File: config.mk
export PLATFORM = sky130hd
export DESIGN_NAME = cosine_corner_gradient_pixel_top
export DESIGN_NICKNAME = d
export VERILOG_FILES = /design/src/sv/ccg_pkg.sv /design/src/sv/cosine_corner_gradient_pixel_top.sv /design/src/sv/ccg_lane.sv
export SDC_FILE = /design/constraint.sdc
export NUM_CORES = 2
export LEC_CHECK = 0
export BUFFER_PORTS_ARGS = -buffer_cell sky130_fd_sc_hd__buf_4
export CAP_MARGIN = 20
export CORE_ASPECT_RATIO = 1.2
export CORE_MARGIN = 10
export CORE_UTILIZATION = 60
export CTS_CLUSTER_DIAMETER = 200
export CTS_CLUSTER_SIZE = 14
export DETAILED_ROUTE_END_ITERATION = 7
export PLACE_DENSITY_LB_ADDON = 0.15
export SLEW_MARGIN = 20
export SYNTH_ARGS = -nofsm -noshare
export SYNTH_HDL_FRONTEND = slang
export SYNTH_SLANG_ARGS = --single-unit
File: constraint.sdc
create_clock -name clock -period 15.55 [get_ports clock]
set_input_delay 0.7775 -clock clock [delete_from_list [all_inputs] [get_ports clock]]
set_output_delay 0.7775 -clock clock [all_outputs]
set_load 0.05 [all_outputs]
File: src/sv/ccg_pkg.sv
`timescale 1ns / 1ps

package ccg_pkg;

   localparam int PATCH_WIDTH          = 32;
   localparam int PATCH_HEIGHT         = 32;
   localparam int WEIGHT_FRACTION_BITS = 16;

   localparam int COORD_BITS  = 5;
   localparam int COLOR_BITS  = 24;
   localparam int CHAN_BITS   = 8;
   localparam int CSR_IDX_BITS = 3;

   localparam int X_IDX_BITS = $clog2(PATCH_WIDTH);
   localparam int Y_IDX_BITS = $clog2(PATCH_HEIGHT);

   // register indexes on the csr port
   localparam logic [CSR_IDX_BITS-1:0] CSR_TOP_LEFT     = 3'd0;
   localparam logic [CSR_IDX_BITS-1:0] CSR_TOP_RIGHT    = 3'd1;
   localparam logic [CSR_IDX_BITS-1:0] CSR_BOTTOM_RIGHT = 3'd2;
   localparam logic [CSR_IDX_BITS-1:0] CSR_BOTTOM_LEFT  = 3'd3;

   typedef logic [CHAN_BITS-1:0]            chan_type;
   typedef logic [WEIGHT_FRACTION_BITS-1:0] weight_type;

   typedef struct packed {
      weight_type wx;
      weight_type wy;
   } weights_type;

   typedef struct packed {
      chan_type top_left;
      chan_type top_right;
      chan_type bottom_right;
      chan_type bottom_left;
   } corners_type;

   // elaboration-time constants for the Q.28 cosine series
   localparam logic [63:0] Q28_ONE   = 64'd1 << 28;
   localparam logic [63:0] THETA_DIV_X = 64'(100 * PATCH_WIDTH);
   localparam logic [63:0] THETA_DIV_Y = 64'(100 * PATCH_HEIGHT);
   localparam int          COS_TERMS = 14;
   localparam logic [63:0] SERIES_DIV [COS_TERMS] = '{
      64'd1,   64'd2,   64'd12,  64'd30,  64'd56,  64'd90,  64'd132,
      64'd182, 64'd240, 64'd306, 64'd380, 64'd462, 64'd552, 64'd650
   };
   localparam logic [63:0] ROUND_HALF = 64'd1 << (27 - WEIGHT_FRACTION_BITS);
   localparam logic [63:0] W_MAX      = (64'd1 << WEIGHT_FRACTION_BITS) - 64'd1;

   // (1 - cos(3.14 * k / n)) / 2 in Q0.F; used only to build constant tables
   function automatic weight_type cos_weight(input logic [63:0] k, input logic vertical);
      logic        [63:0] theta;
      logic        [63:0] t2;
      logic        [63:0] mag;
      logic signed [63:0] sum;
      logic signed [63:0] w28;
      logic        [63:0] w;
      if (vertical) begin
         theta = (64'd314 * k * Q28_ONE) / THETA_DIV_Y;
      end else begin
         theta = (64'd314 * k * Q28_ONE) / THETA_DIV_X;
      end
      t2  = (theta * theta) >> 28;
      mag = Q28_ONE;
      sum = $signed(Q28_ONE);
      for (int m = 1; m < COS_TERMS; m++) begin
         mag = ((mag * t2) >> 28) / SERIES_DIV[m];
         if (m % 2 == 1) begin
            sum = sum - $signed(mag);
         end else begin
            sum = sum + $signed(mag);
         end
      end
      w28 = ($signed(Q28_ONE) - sum) / 64'sd2;
      if (w28 < 64'sd0) begin
         w28 = 64'sd0;
      end
      if (w28 > $signed(Q28_ONE)) begin
         w28 = $signed(Q28_ONE);
      end
      w = ($unsigned(w28) + ROUND_HALF) >> (28 - WEIGHT_FRACTION_BITS);
      if (w > W_MAX) begin
         w = W_MAX;
      end
      return w[WEIGHT_FRACTION_BITS-1:0];
   endfunction

endpackage

File: src/sv/cosine_corner_gradient_pixel_top.sv
`timescale 1ns / 1ps

// Cosine-shaded four-corner color patch. Each accepted request (pixel_x, pixel_y)
// returns one response with the pixel's red, green and blue. One request per
// clock is sustained: the five stages (weight lookup, edge products, edge sums,
// vertical product, final sum) all advance together and hold only while a
// finished response waits under rsp_stall. Coordinates past the patch clamp to
// the last row or column. Corner colors are written through the csr port (index
// 0 top left, 1 top right, 2 bottom right, 3 bottom left; red in bits 7:0, green
// 15:8, blue 23:16; other indexes are ignored) and must only change while no
// request is in flight.
module cosine_corner_gradient_pixel_top (
   input  logic                                 clock,
   input  logic                                 reset,

   input  logic                                 req_valid,
   output logic                                 req_stall,
   input  logic [ccg_pkg::COORD_BITS-1:0]       req_pixel_x,
   input  logic [ccg_pkg::COORD_BITS-1:0]       req_pixel_y,

   output logic                                 rsp_valid,
   input  logic                                 rsp_stall,
   output logic [ccg_pkg::CHAN_BITS-1:0]        rsp_red,
   output logic [ccg_pkg::CHAN_BITS-1:0]        rsp_green,
   output logic [ccg_pkg::CHAN_BITS-1:0]        rsp_blue,

   input  logic                                 csr_we,
   input  logic [ccg_pkg::CSR_IDX_BITS-1:0]     csr_index,
   input  logic [ccg_pkg::COLOR_BITS-1:0]       csr_wdata
);

   localparam int DEPTH = 5;
   localparam int XB = ccg_pkg::X_IDX_BITS;
   localparam int YB = ccg_pkg::Y_IDX_BITS;

   logic [ccg_pkg::COLOR_BITS-1:0] tl_ff, tr_ff, br_ff, bl_ff;
   logic [DEPTH-1:0]               valid_ff, valid_in;
   ccg_pkg::weights_type           weights_ff, weights_in;
   logic                           advance;

   ccg_pkg::weight_type wx_lut [ccg_pkg::PATCH_WIDTH];
   ccg_pkg::weight_type wy_lut [ccg_pkg::PATCH_HEIGHT];

   for (genvar g = 0; g < ccg_pkg::PATCH_WIDTH; g++) begin : g_wx
      localparam ccg_pkg::weight_type W = ccg_pkg::cos_weight(64'(g), 1'b0);
      assign wx_lut[g] = W;
   end
   for (genvar g = 0; g < ccg_pkg::PATCH_HEIGHT; g++) begin : g_wy
      localparam ccg_pkg::weight_type W = ccg_pkg::cos_weight(64'(g), 1'b1);
      assign wy_lut[g] = W;
   end

   logic [31:0]   x_ext, y_ext, x_sat, y_sat;
   logic [XB-1:0] x_idx;
   logic [YB-1:0] y_idx;

   always_comb begin
      x_ext = 32'(req_pixel_x);
      y_ext = 32'(req_pixel_y);
      x_sat = (x_ext >= 32'(ccg_pkg::PATCH_WIDTH))  ? 32'(ccg_pkg::PATCH_WIDTH - 1)  : x_ext;
      y_sat = (y_ext >= 32'(ccg_pkg::PATCH_HEIGHT)) ? 32'(ccg_pkg::PATCH_HEIGHT - 1) : y_ext;
      x_idx = x_sat[XB-1:0];
      y_idx = y_sat[YB-1:0];
      weights_in.wx = wx_lut[x_idx];
      weights_in.wy = wy_lut[y_idx];
   end

   // the whole pipe holds only when a finished response is stalled
   assign advance   = !(valid_ff[DEPTH-1] && rsp_stall);
   assign req_stall = !advance;

   always_comb begin
      valid_in = {valid_ff[DEPTH-2:0], req_valid};
   end

   always_ff @(posedge clock) begin
      if (reset) begin
         valid_ff <= '0;
      end else if (advance) begin
         valid_ff <= valid_in;
      end
   end

   always_ff @(posedge clock) begin
      if (advance) begin
         weights_ff <= weights_in;
      end
   end

   always_ff @(posedge clock) begin
      if (reset) begin
         tl_ff <= '0;
         tr_ff <= '0;
         br_ff <= '0;
         bl_ff <= '0;
      end else if (csr_we) begin
         unique case (csr_index)
            ccg_pkg::CSR_TOP_LEFT:     tl_ff <= csr_wdata;
            ccg_pkg::CSR_TOP_RIGHT:    tr_ff <= csr_wdata;
            ccg_pkg::CSR_BOTTOM_RIGHT: br_ff <= csr_wdata;
            ccg_pkg::CSR_BOTTOM_LEFT:  bl_ff <= csr_wdata;
            default: ;
         endcase
      end
   end

   ccg_pkg::chan_type chan_res [3];

   for (genvar c = 0; c < 3; c++) begin : g_lane
      ccg_pkg::corners_type corners;
      assign corners.top_left     = tl_ff[c*ccg_pkg::CHAN_BITS +: ccg_pkg::CHAN_BITS];
      assign corners.top_right    = tr_ff[c*ccg_pkg::CHAN_BITS +: ccg_pkg::CHAN_BITS];
      assign corners.bottom_right = br_ff[c*ccg_pkg::CHAN_BITS +: ccg_pkg::CHAN_BITS];
      assign corners.bottom_left  = bl_ff[c*ccg_pkg::CHAN_BITS +: ccg_pkg::CHAN_BITS];

      ccg_lane u_lane (
         .clock    (clock),
         .advance  (advance),
         .corners  (corners),
         .weights  (weights_ff),
         .chan_out (chan_res[c])
      );
   end

   assign rsp_valid = valid_ff[DEPTH-1];
   assign rsp_red   = chan_res[0];
   assign rsp_green = chan_res[1];
   assign rsp_blue  = chan_res[2];

endmodule

File: src/sv/ccg_lane.sv
`timescale 1ns / 1ps

// One color channel: horizontal mix of both edges, then vertical mix.
// Four register stages; the weights arrive registered from the top level.
module ccg_lane (
   input  logic                 clock,
   input  logic                 advance,
   input  ccg_pkg::corners_type corners,
   input  ccg_pkg::weights_type weights,
   output ccg_pkg::chan_type    chan_out
);

   localparam int F = ccg_pkg::WEIGHT_FRACTION_BITS;
   localparam int PROD_BITS = ccg_pkg::CHAN_BITS + F;

   // stage 2: edge products
   ccg_pkg::chan_type   top_a_ff, top_a_in, bot_a_ff, bot_a_in;
   ccg_pkg::chan_type   top_mag_ff, top_mag_in, bot_mag_ff, bot_mag_in;
   logic                top_neg_ff, top_neg_in, bot_neg_ff, bot_neg_in;
   ccg_pkg::weight_type wy2_ff;
   // stage 3: edge values
   ccg_pkg::chan_type   top_ff, top_in, bot_ff, bot_in;
   ccg_pkg::weight_type wy3_ff;
   // stage 4: vertical product
   ccg_pkg::chan_type   v_a_ff, v_mag_ff, v_mag_in;
   logic                v_neg_ff, v_neg_in;
   // stage 5: result
   ccg_pkg::chan_type   res_ff, res_in;

   logic [PROD_BITS-1:0] top_prod, bot_prod, v_prod;
   ccg_pkg::chan_type    top_diff, bot_diff, v_diff;

   always_comb begin
      top_a_in   = corners.top_left;
      top_neg_in = corners.top_right < corners.top_left;
      top_diff   = top_neg_in ? corners.top_left - corners.top_right
                              : corners.top_right - corners.top_left;
      top_prod   = PROD_BITS'(top_diff) * PROD_BITS'(weights.wx);
      top_mag_in = top_prod[PROD_BITS-1:F];

      bot_a_in   = corners.bottom_left;
      bot_neg_in = corners.bottom_right < corners.bottom_left;
      bot_diff   = bot_neg_in ? corners.bottom_left - corners.bottom_right
                              : corners.bottom_right - corners.bottom_left;
      bot_prod   = PROD_BITS'(bot_diff) * PROD_BITS'(weights.wx);
      bot_mag_in = bot_prod[PROD_BITS-1:F];
   end

   always_comb begin
      top_in = top_neg_ff ? top_a_ff - top_mag_ff : top_a_ff + top_mag_ff;
      bot_in = bot_neg_ff ? bot_a_ff - bot_mag_ff : bot_a_ff + bot_mag_ff;
   end

   always_comb begin
      v_neg_in = bot_ff < top_ff;
      v_diff   = v_neg_in ? top_ff - bot_ff : bot_ff - top_ff;
      v_prod   = PROD_BITS'(v_diff) * PROD_BITS'(wy3_ff);
      v_mag_in = v_prod[PROD_BITS-1:F];
   end

   always_comb begin
      res_in = v_neg_ff ? v_a_ff - v_mag_ff : v_a_ff + v_mag_ff;
   end

   always_ff @(posedge clock) begin
      if (advance) begin
         top_a_ff   <= top_a_in;
         top_neg_ff <= top_neg_in;
         top_mag_ff <= top_mag_in;
         bot_a_ff   <= bot_a_in;
         bot_neg_ff <= bot_neg_in;
         bot_mag_ff <= bot_mag_in;
         wy2_ff     <= weights.wy;

         top_ff     <= top_in;
         bot_ff     <= bot_in;
         wy3_ff     <= wy2_ff;

         v_a_ff     <= top_ff;
         v_neg_ff   <= v_neg_in;
         v_mag_ff   <= v_mag_in;

         res_ff     <= res_in;
      end
   end

   assign chan_out = res_ff;

endmodule

# Word-level counts from Yosys, hierarchy flattened
# Memories as Yosys holds them, arrays and structs flattened. A register that Yosys moved wholly into a read port is not among the register bits.
# Cells that the tools add are included.
[totals]
register_bits = 358
latchBits = 0
ram_bits = 0
mem_bits_ro = 1024
inputBits = 42
output_inout_bits = 26
wordCells = 130
mem_count = 2
[op_classes]
add_sub_neg = 36
n_mul = 9
div_mod_pow = 0
order_cmp = 9
n_eq_ne = 3
shifts = 0
mux = 18
n_bitwise = 2
n_reduce_logical = 8
[mem_list]
columns = ["memory", "words", "word_bits", "rd", "rd_clocked_by_memory_dff", "write_ports", "line", "text"]
rows = [
  ["(name not given)", 32, 16, 1, 1, 0, "cosine_corner_gradient_pixel_top.sv:65", "weights_in.wy = wy_lut[y_idx];"],
  ["(name not given)", 32, 16, 1, 1, 0, "cosine_corner_gradient_pixel_top.sv:64", "weights_in.wx = wx_lut[x_idx];"],
]
[op_table]
columns = ["cell", "n"]
rows = [
  ["$mul 8x16->24", 9],
  ["$sub 8x8->8", 27],
  ["$mux 8", 18],
  ["$add 8x8->8", 9],
  ["$lt 8x8->1", 9],
  ["$not 5->6", 2],
  ["$reduce_and 2->1", 4],
  ["$eq 3x2->1 const B", 2],
  ["$eq 3x1->1 const B", 1],
  ["$logic_not 3->1", 1],
  ["$logic_not 1->1", 2],
  ["$logic_and 1x1->1", 1],
]

# Logic depth before layout (Yosys ltp)
[logic_depth]
ltp_word = 3
mapped_depth = 33
ltp_nobuf = 32

# By module
# Synthesis repeated with hierarchy kept, for this count alone.
[hier_totals]
hier_cells = 6137
area_unflattened_um2 = 59239.3
[by_module_without_submodules]
columns = ["mod", "n_inst", "cells_each", "area_per_inst_um2", "seq_area_each_um2"]
rows = [
  ["ccg_lane (g_lane[2].u_lane)", 1, 1813, 17690.7, 3213.1],
  ["ccg_lane (g_lane[0].u_lane)", 1, 1794, 17540.6, 3213.1],
  ["ccg_lane (g_lane[1].u_lane)", 1, 1791, 17506.8, 3213.1],
  ["cosine_corner_gradient_pixel_top", 1, 739, 6501.2, 2982.9],
]

# Worst setup path after synthesis
# OpenSTA, ideal clock, no wires.
[synth_timing]
kind = "input -> output"
start = "input port rsp_stall"
end = "output port req_stall"
t_arrival_ps = 9396
t_required_ps = 14773
slack_ps = 5377
cell_stages = 2
cell_sequence = "nand2_1 > inv_1"
[synth_via]
elab_chain_cells = 1
[synth_lines]
columns = ["item", "line", "text"]
rows = [
  ["start, declared", "cosine_corner_gradient_pixel_top.sv:22", "input logic rsp_stall,"],
  ["$logic_and 1x1->1", "cosine_corner_gradient_pixel_top.sv:69", "assign advance = !(valid_ff[DEPTH-1] && rsp_stall);"],
  ["end, declared", "cosine_corner_gradient_pixel_top.sv:17", "output logic req_stall,"],
]
# Every way passes these cells.

# Worst setup path after layout
[layout_timing]
start = "register g_lane[2].u_lane.bot_ff[0]"
end = "register g_lane[2].u_lane.v_mag_ff[7], data pin"
[layout_via]
elab_chain_cells = 3
word_cells_on_any_way = 5
[layout_lines]
columns = ["item", "line", "text"]
rows = [
  ["start, declared", "ccg_lane.sv:22", "ccg_pkg::chan_type top_ff, top_in, bot_ff, bot_in;"],
  ["start signal, assigned", "ccg_lane.sv:76", "bot_ff <= bot_in;"],
  ["$lt 8x8->1", "ccg_lane.sv:55", "v_neg_in = bot_ff < top_ff;"],
  ["net g_lane[2].u_lane.v_neg_in", "ccg_lane.sv:26", "logic v_neg_ff, v_neg_in;"],
  ["$mux 8", "ccg_lane.sv:56", "v_diff = v_neg_in ? top_ff - bot_ff : bot_ff - top_ff;"],
  ["$mul 8x16->24", "ccg_lane.sv:57", "v_prod = PROD_BITS'(v_diff) * PROD_BITS'(wy3_ff);"],
  ["net g_lane[2].u_lane.v_prod[23]", "ccg_lane.sv:30", "logic [PROD_BITS-1:0] top_prod, bot_prod, v_prod;"],
  ["end signal, assigned", "ccg_lane.sv:81", "v_mag_ff <= v_mag_in;"],
  ["end, declared", "ccg_lane.sv:25", "ccg_pkg::chan_type v_a_ff, v_mag_ff, v_mag_in;"],
]
# The timed path passes the listed nets, and every way through them passes these cells.
# A chain may end at the register's enable or synchronous reset.

==> results.cfg <==
[global_routing]
first_global_vias = 42400
grt_pass1_wl_um = 216000
grt_max_degree = 165
overflow = 0
grt_antenna_before_repair = 8
grtUsageTotal = 0.247

[finish]
nNetsFinal = 7412
num-fill-cells = 8008
drive_gt1_frac = 0.0390
area_growth_pct = 4.81

[synth]
synth_seq_cells = 390
synth-edff-count = 289
yosysSeqAreaShare = 0.190
synthMostInstantiatedCell = inv_1
syn_inst = 6080
synth.largest_area_cell = fa_1
async_reset_ff_frac = 0
synth.top_cell.area_share = 0.275
syn-num-nets = 7492
synthesis.area_um2 = 56400
ys_warn_count = 0
syn_avg_cell_area_um2 = 9.27
synth_cell_types = 78
ys.flop_type = edfxtp_1
synthTopCellsByCount = inv_1 (1161), fa_1 (774), and2_1 (743)
synth.area.top_cells = fa_1 (27%), edfxtp_1 (15%), ha_1 (13%)

[critical_path]
slowest_stage = a2111oi_0
cp.buffers_inverters = 4
cp_top_family = compound AO/OA/AOI/OAI gates
setup.worst_path.end_class = flop
r2r-start = g_lane[2].u_lane.bot_ff[0]$_DFFE_PN_
crit_top_cell = fa_1
worstSetupPathType = flop to flop
start_kind = flop
critPathMaxStageDelay_ns = 1.01
worstSetupStartpoint = g_lane[2].u_lane.bot_ff[0]$_DFFE_PN_
crit_fanout = 16
crit_arrival_ns = 9.35
required_ns = 15.94

[routing]
ant_nets = 0
initialDrtViolationCount = 2250
via_count = 40200
dr.pass1.iters = 7
viasPerCell = 5.52
wl_per_cell_um = 17.8
wirelength_um = 129000
post-route-drc-count = 0

[cts]
root_buffer = clkbuf_16
ctsHoldBuffers = 0
clk_pin_slew_worst_paths_ns = 0.08
clock_sinks = 390
postCtsSetupRepairBufs = 0
htreeDepth = 1
cts_buffers = 31
clk-insertion-delay-late_ns = 0.64
post_cts_resized = 0
cts_tree = done
cts.path.max_buffers = 3

[place]
port-buffer-count = 67
gp_congestion = 0.862
dp_hpwl_um = 96300

[die]
die_h_um = 356
coreArea_um2 = 93600
initial_core_util = 0.602
num_rows = 123
io_pins = 68
dieArea_um2 = 107000
die_x_um = 300

[timing]
drv_slew = 0
worst_pin_slew_ns = 1.17
rsz0062_at_grt = no
finClkSkew_ns = 0.0393
fmax_ghz = 0.112
final.setup.tns_ns = 0
setup_violations = 0
post-route-period-util = 0.576
slew_headroom = 0.218
fin_crit_ns = 8.96
hold_viol_final = 0

[hold_path]
hp-class = primary input to flop
holdCritStartpoint = req_valid

[status]
status = complete, no violations

[job]
drv_cap = 0
==> per-stage QoR <==
stage               worst slack, ns   util  hold WS [ns]  instances  instance area [µm²]
detailed placement             6.74  0.622         0.405       7216                58200
global placement               6.66  0.622         0.404       7216                58200
finish                         6.59  0.631         0.414       7273                59100
CTS                            6.72  0.631         0.388       7271                59100
floorplan                      5.38      -         0.400       6080                56400
global route                   6.03  0.631         0.425       7272                59100
==> path summary, 6_finish.rpt <==
path                                            endpoint  slack [ns]  cells after the start
setup / recovery  g_lane[2].u_lane.v_mag_ff[7]$_DFFE_PN_        6.59                     28
hold / removal                  valid_ff[0]$_SDFFE_PP0N_        0.41                      3
setup reg to reg  g_lane[2].u_lane.v_mag_ff[7]$_DFFE_PN_        6.59                     28
hold reg to reg     g_lane[1].u_lane.wy3_ff[4]$_DFFE_PN_        0.42                      0
==> registers in the layout, summed over array words and instances, names as in the netlist <==
signal	flops
tr_ff	24
g_lane.u_lane.bot_mag_ff	24
g_lane.u_lane.top_neg_ff	3
g_lane.u_lane.top_a_ff	24
g_lane.u_lane.chan_out	24
br_ff	24
g_lane.u_lane.wy2_ff	16
g_lane.u_lane.top_ff	24
g_lane.u_lane.bot_ff	24
g_lane.u_lane.v_neg_ff	3
bl_ff	24
tl_ff	24
g_lane.u_lane.top_mag_ff	24
g_lane.u_lane.bot_neg_ff	3
g_lane.u_lane.v_a_ff	24
g_lane.u_lane.wy3_ff	16
g_lane.u_lane.v_mag_ff	24
valid_ff	5
g_lane.u_lane.bot_a_ff	24
weights_ff	32
==> cells in the final DEF (no fill, tap or decap), drive strengths merged, types with 46 or more instances in the layout <==
| cell | Yosys | layout |
|---|---|---|
| buf | 15 | 150 |
| and2 | 743 | 743 |
| nand3 | 49 | 49 |
| nor2b | 223 | 223 |
| ha | 596 | 596 |
| mux2i | 69 | 69 |
| xnor2 | 157 | 157 |
| nor3 | 51 | 51 |
| nand2 | 506 | 506 |
| a21o | 79 | 79 |
| xor2 | 87 | 87 |
| dfxtp | 101 | 101 |
| nand2b | 46 | 46 |
| clkbuf | 249 | 55 |
| a21oi | 315 | 315 |
| fa | 774 | 774 |
| o21ai | 98 | 98 |
| nor2 | 145 | 145 |
| inv | 1162 | 1163 |
| edfxtp | 289 | 289 |
==> layout make-up <==
class | count | area [µm²] | area share
tap | 1250 | 1560 | 0.0265
multi-input combinational | 4262 | 40400 | 0.684
timing repair buffer | 151 | 1150 | 0.0194
clock inverter | 1 | 8.76 | 0.000148
inverter | 1164 | 4370 | 0.0740
clock buffer | 54 | 872 | 0.0148
antenna | 1 | 2.50 | 0.0000424
sequential | 390 | 10700 | 0.181
==> routing by layer <==
| layer | part of all wire | vias to the layer above | GRT usage |
|---|---|---|---|
| met4 | 0.029 | 8 | 0.0727 |
| met5 | 0.00046 | - | 0 |
| li1 | - | 18800 | - |
| met3 | 0.044 | 217 | 0.0236 |
| met1 | 0.41 | 20300 | 0.305 |
| met2 | 0.52 | 833 | 0.453 |
==> kinds of logic (layout without fill, tap and decap cells) <==
kind of cell,Yosys count,after routing,synth area share
flops,390,390,0.190
buf+inv,1428,1370,0.0955
compound gates,736,736,0.0814
fa+ha+maj,1370,1370,0.407
other cells,0,1,0
mux,81,81,0.0153
simple gates,1831,1831,0.173
xor+xnor,244,244,0.0379
==> worst register-to-register path: cells and delay by family (launching register included) <==
family,cells,cell delay (ns)
and+or+nand+nor,5,1.28
xor gates and xnor gates,2,0.82
muxes,1,0.40
AOI/OAI and AO/OA,9,2.94
DFF,1,0.40
adders and majority gates,7,2.65
buffers and inverters,4,0.23
Power is left out: the tool's default activity adds up to more than one toggle a clock period on the data nets, which glitch-free logic cannot reach.
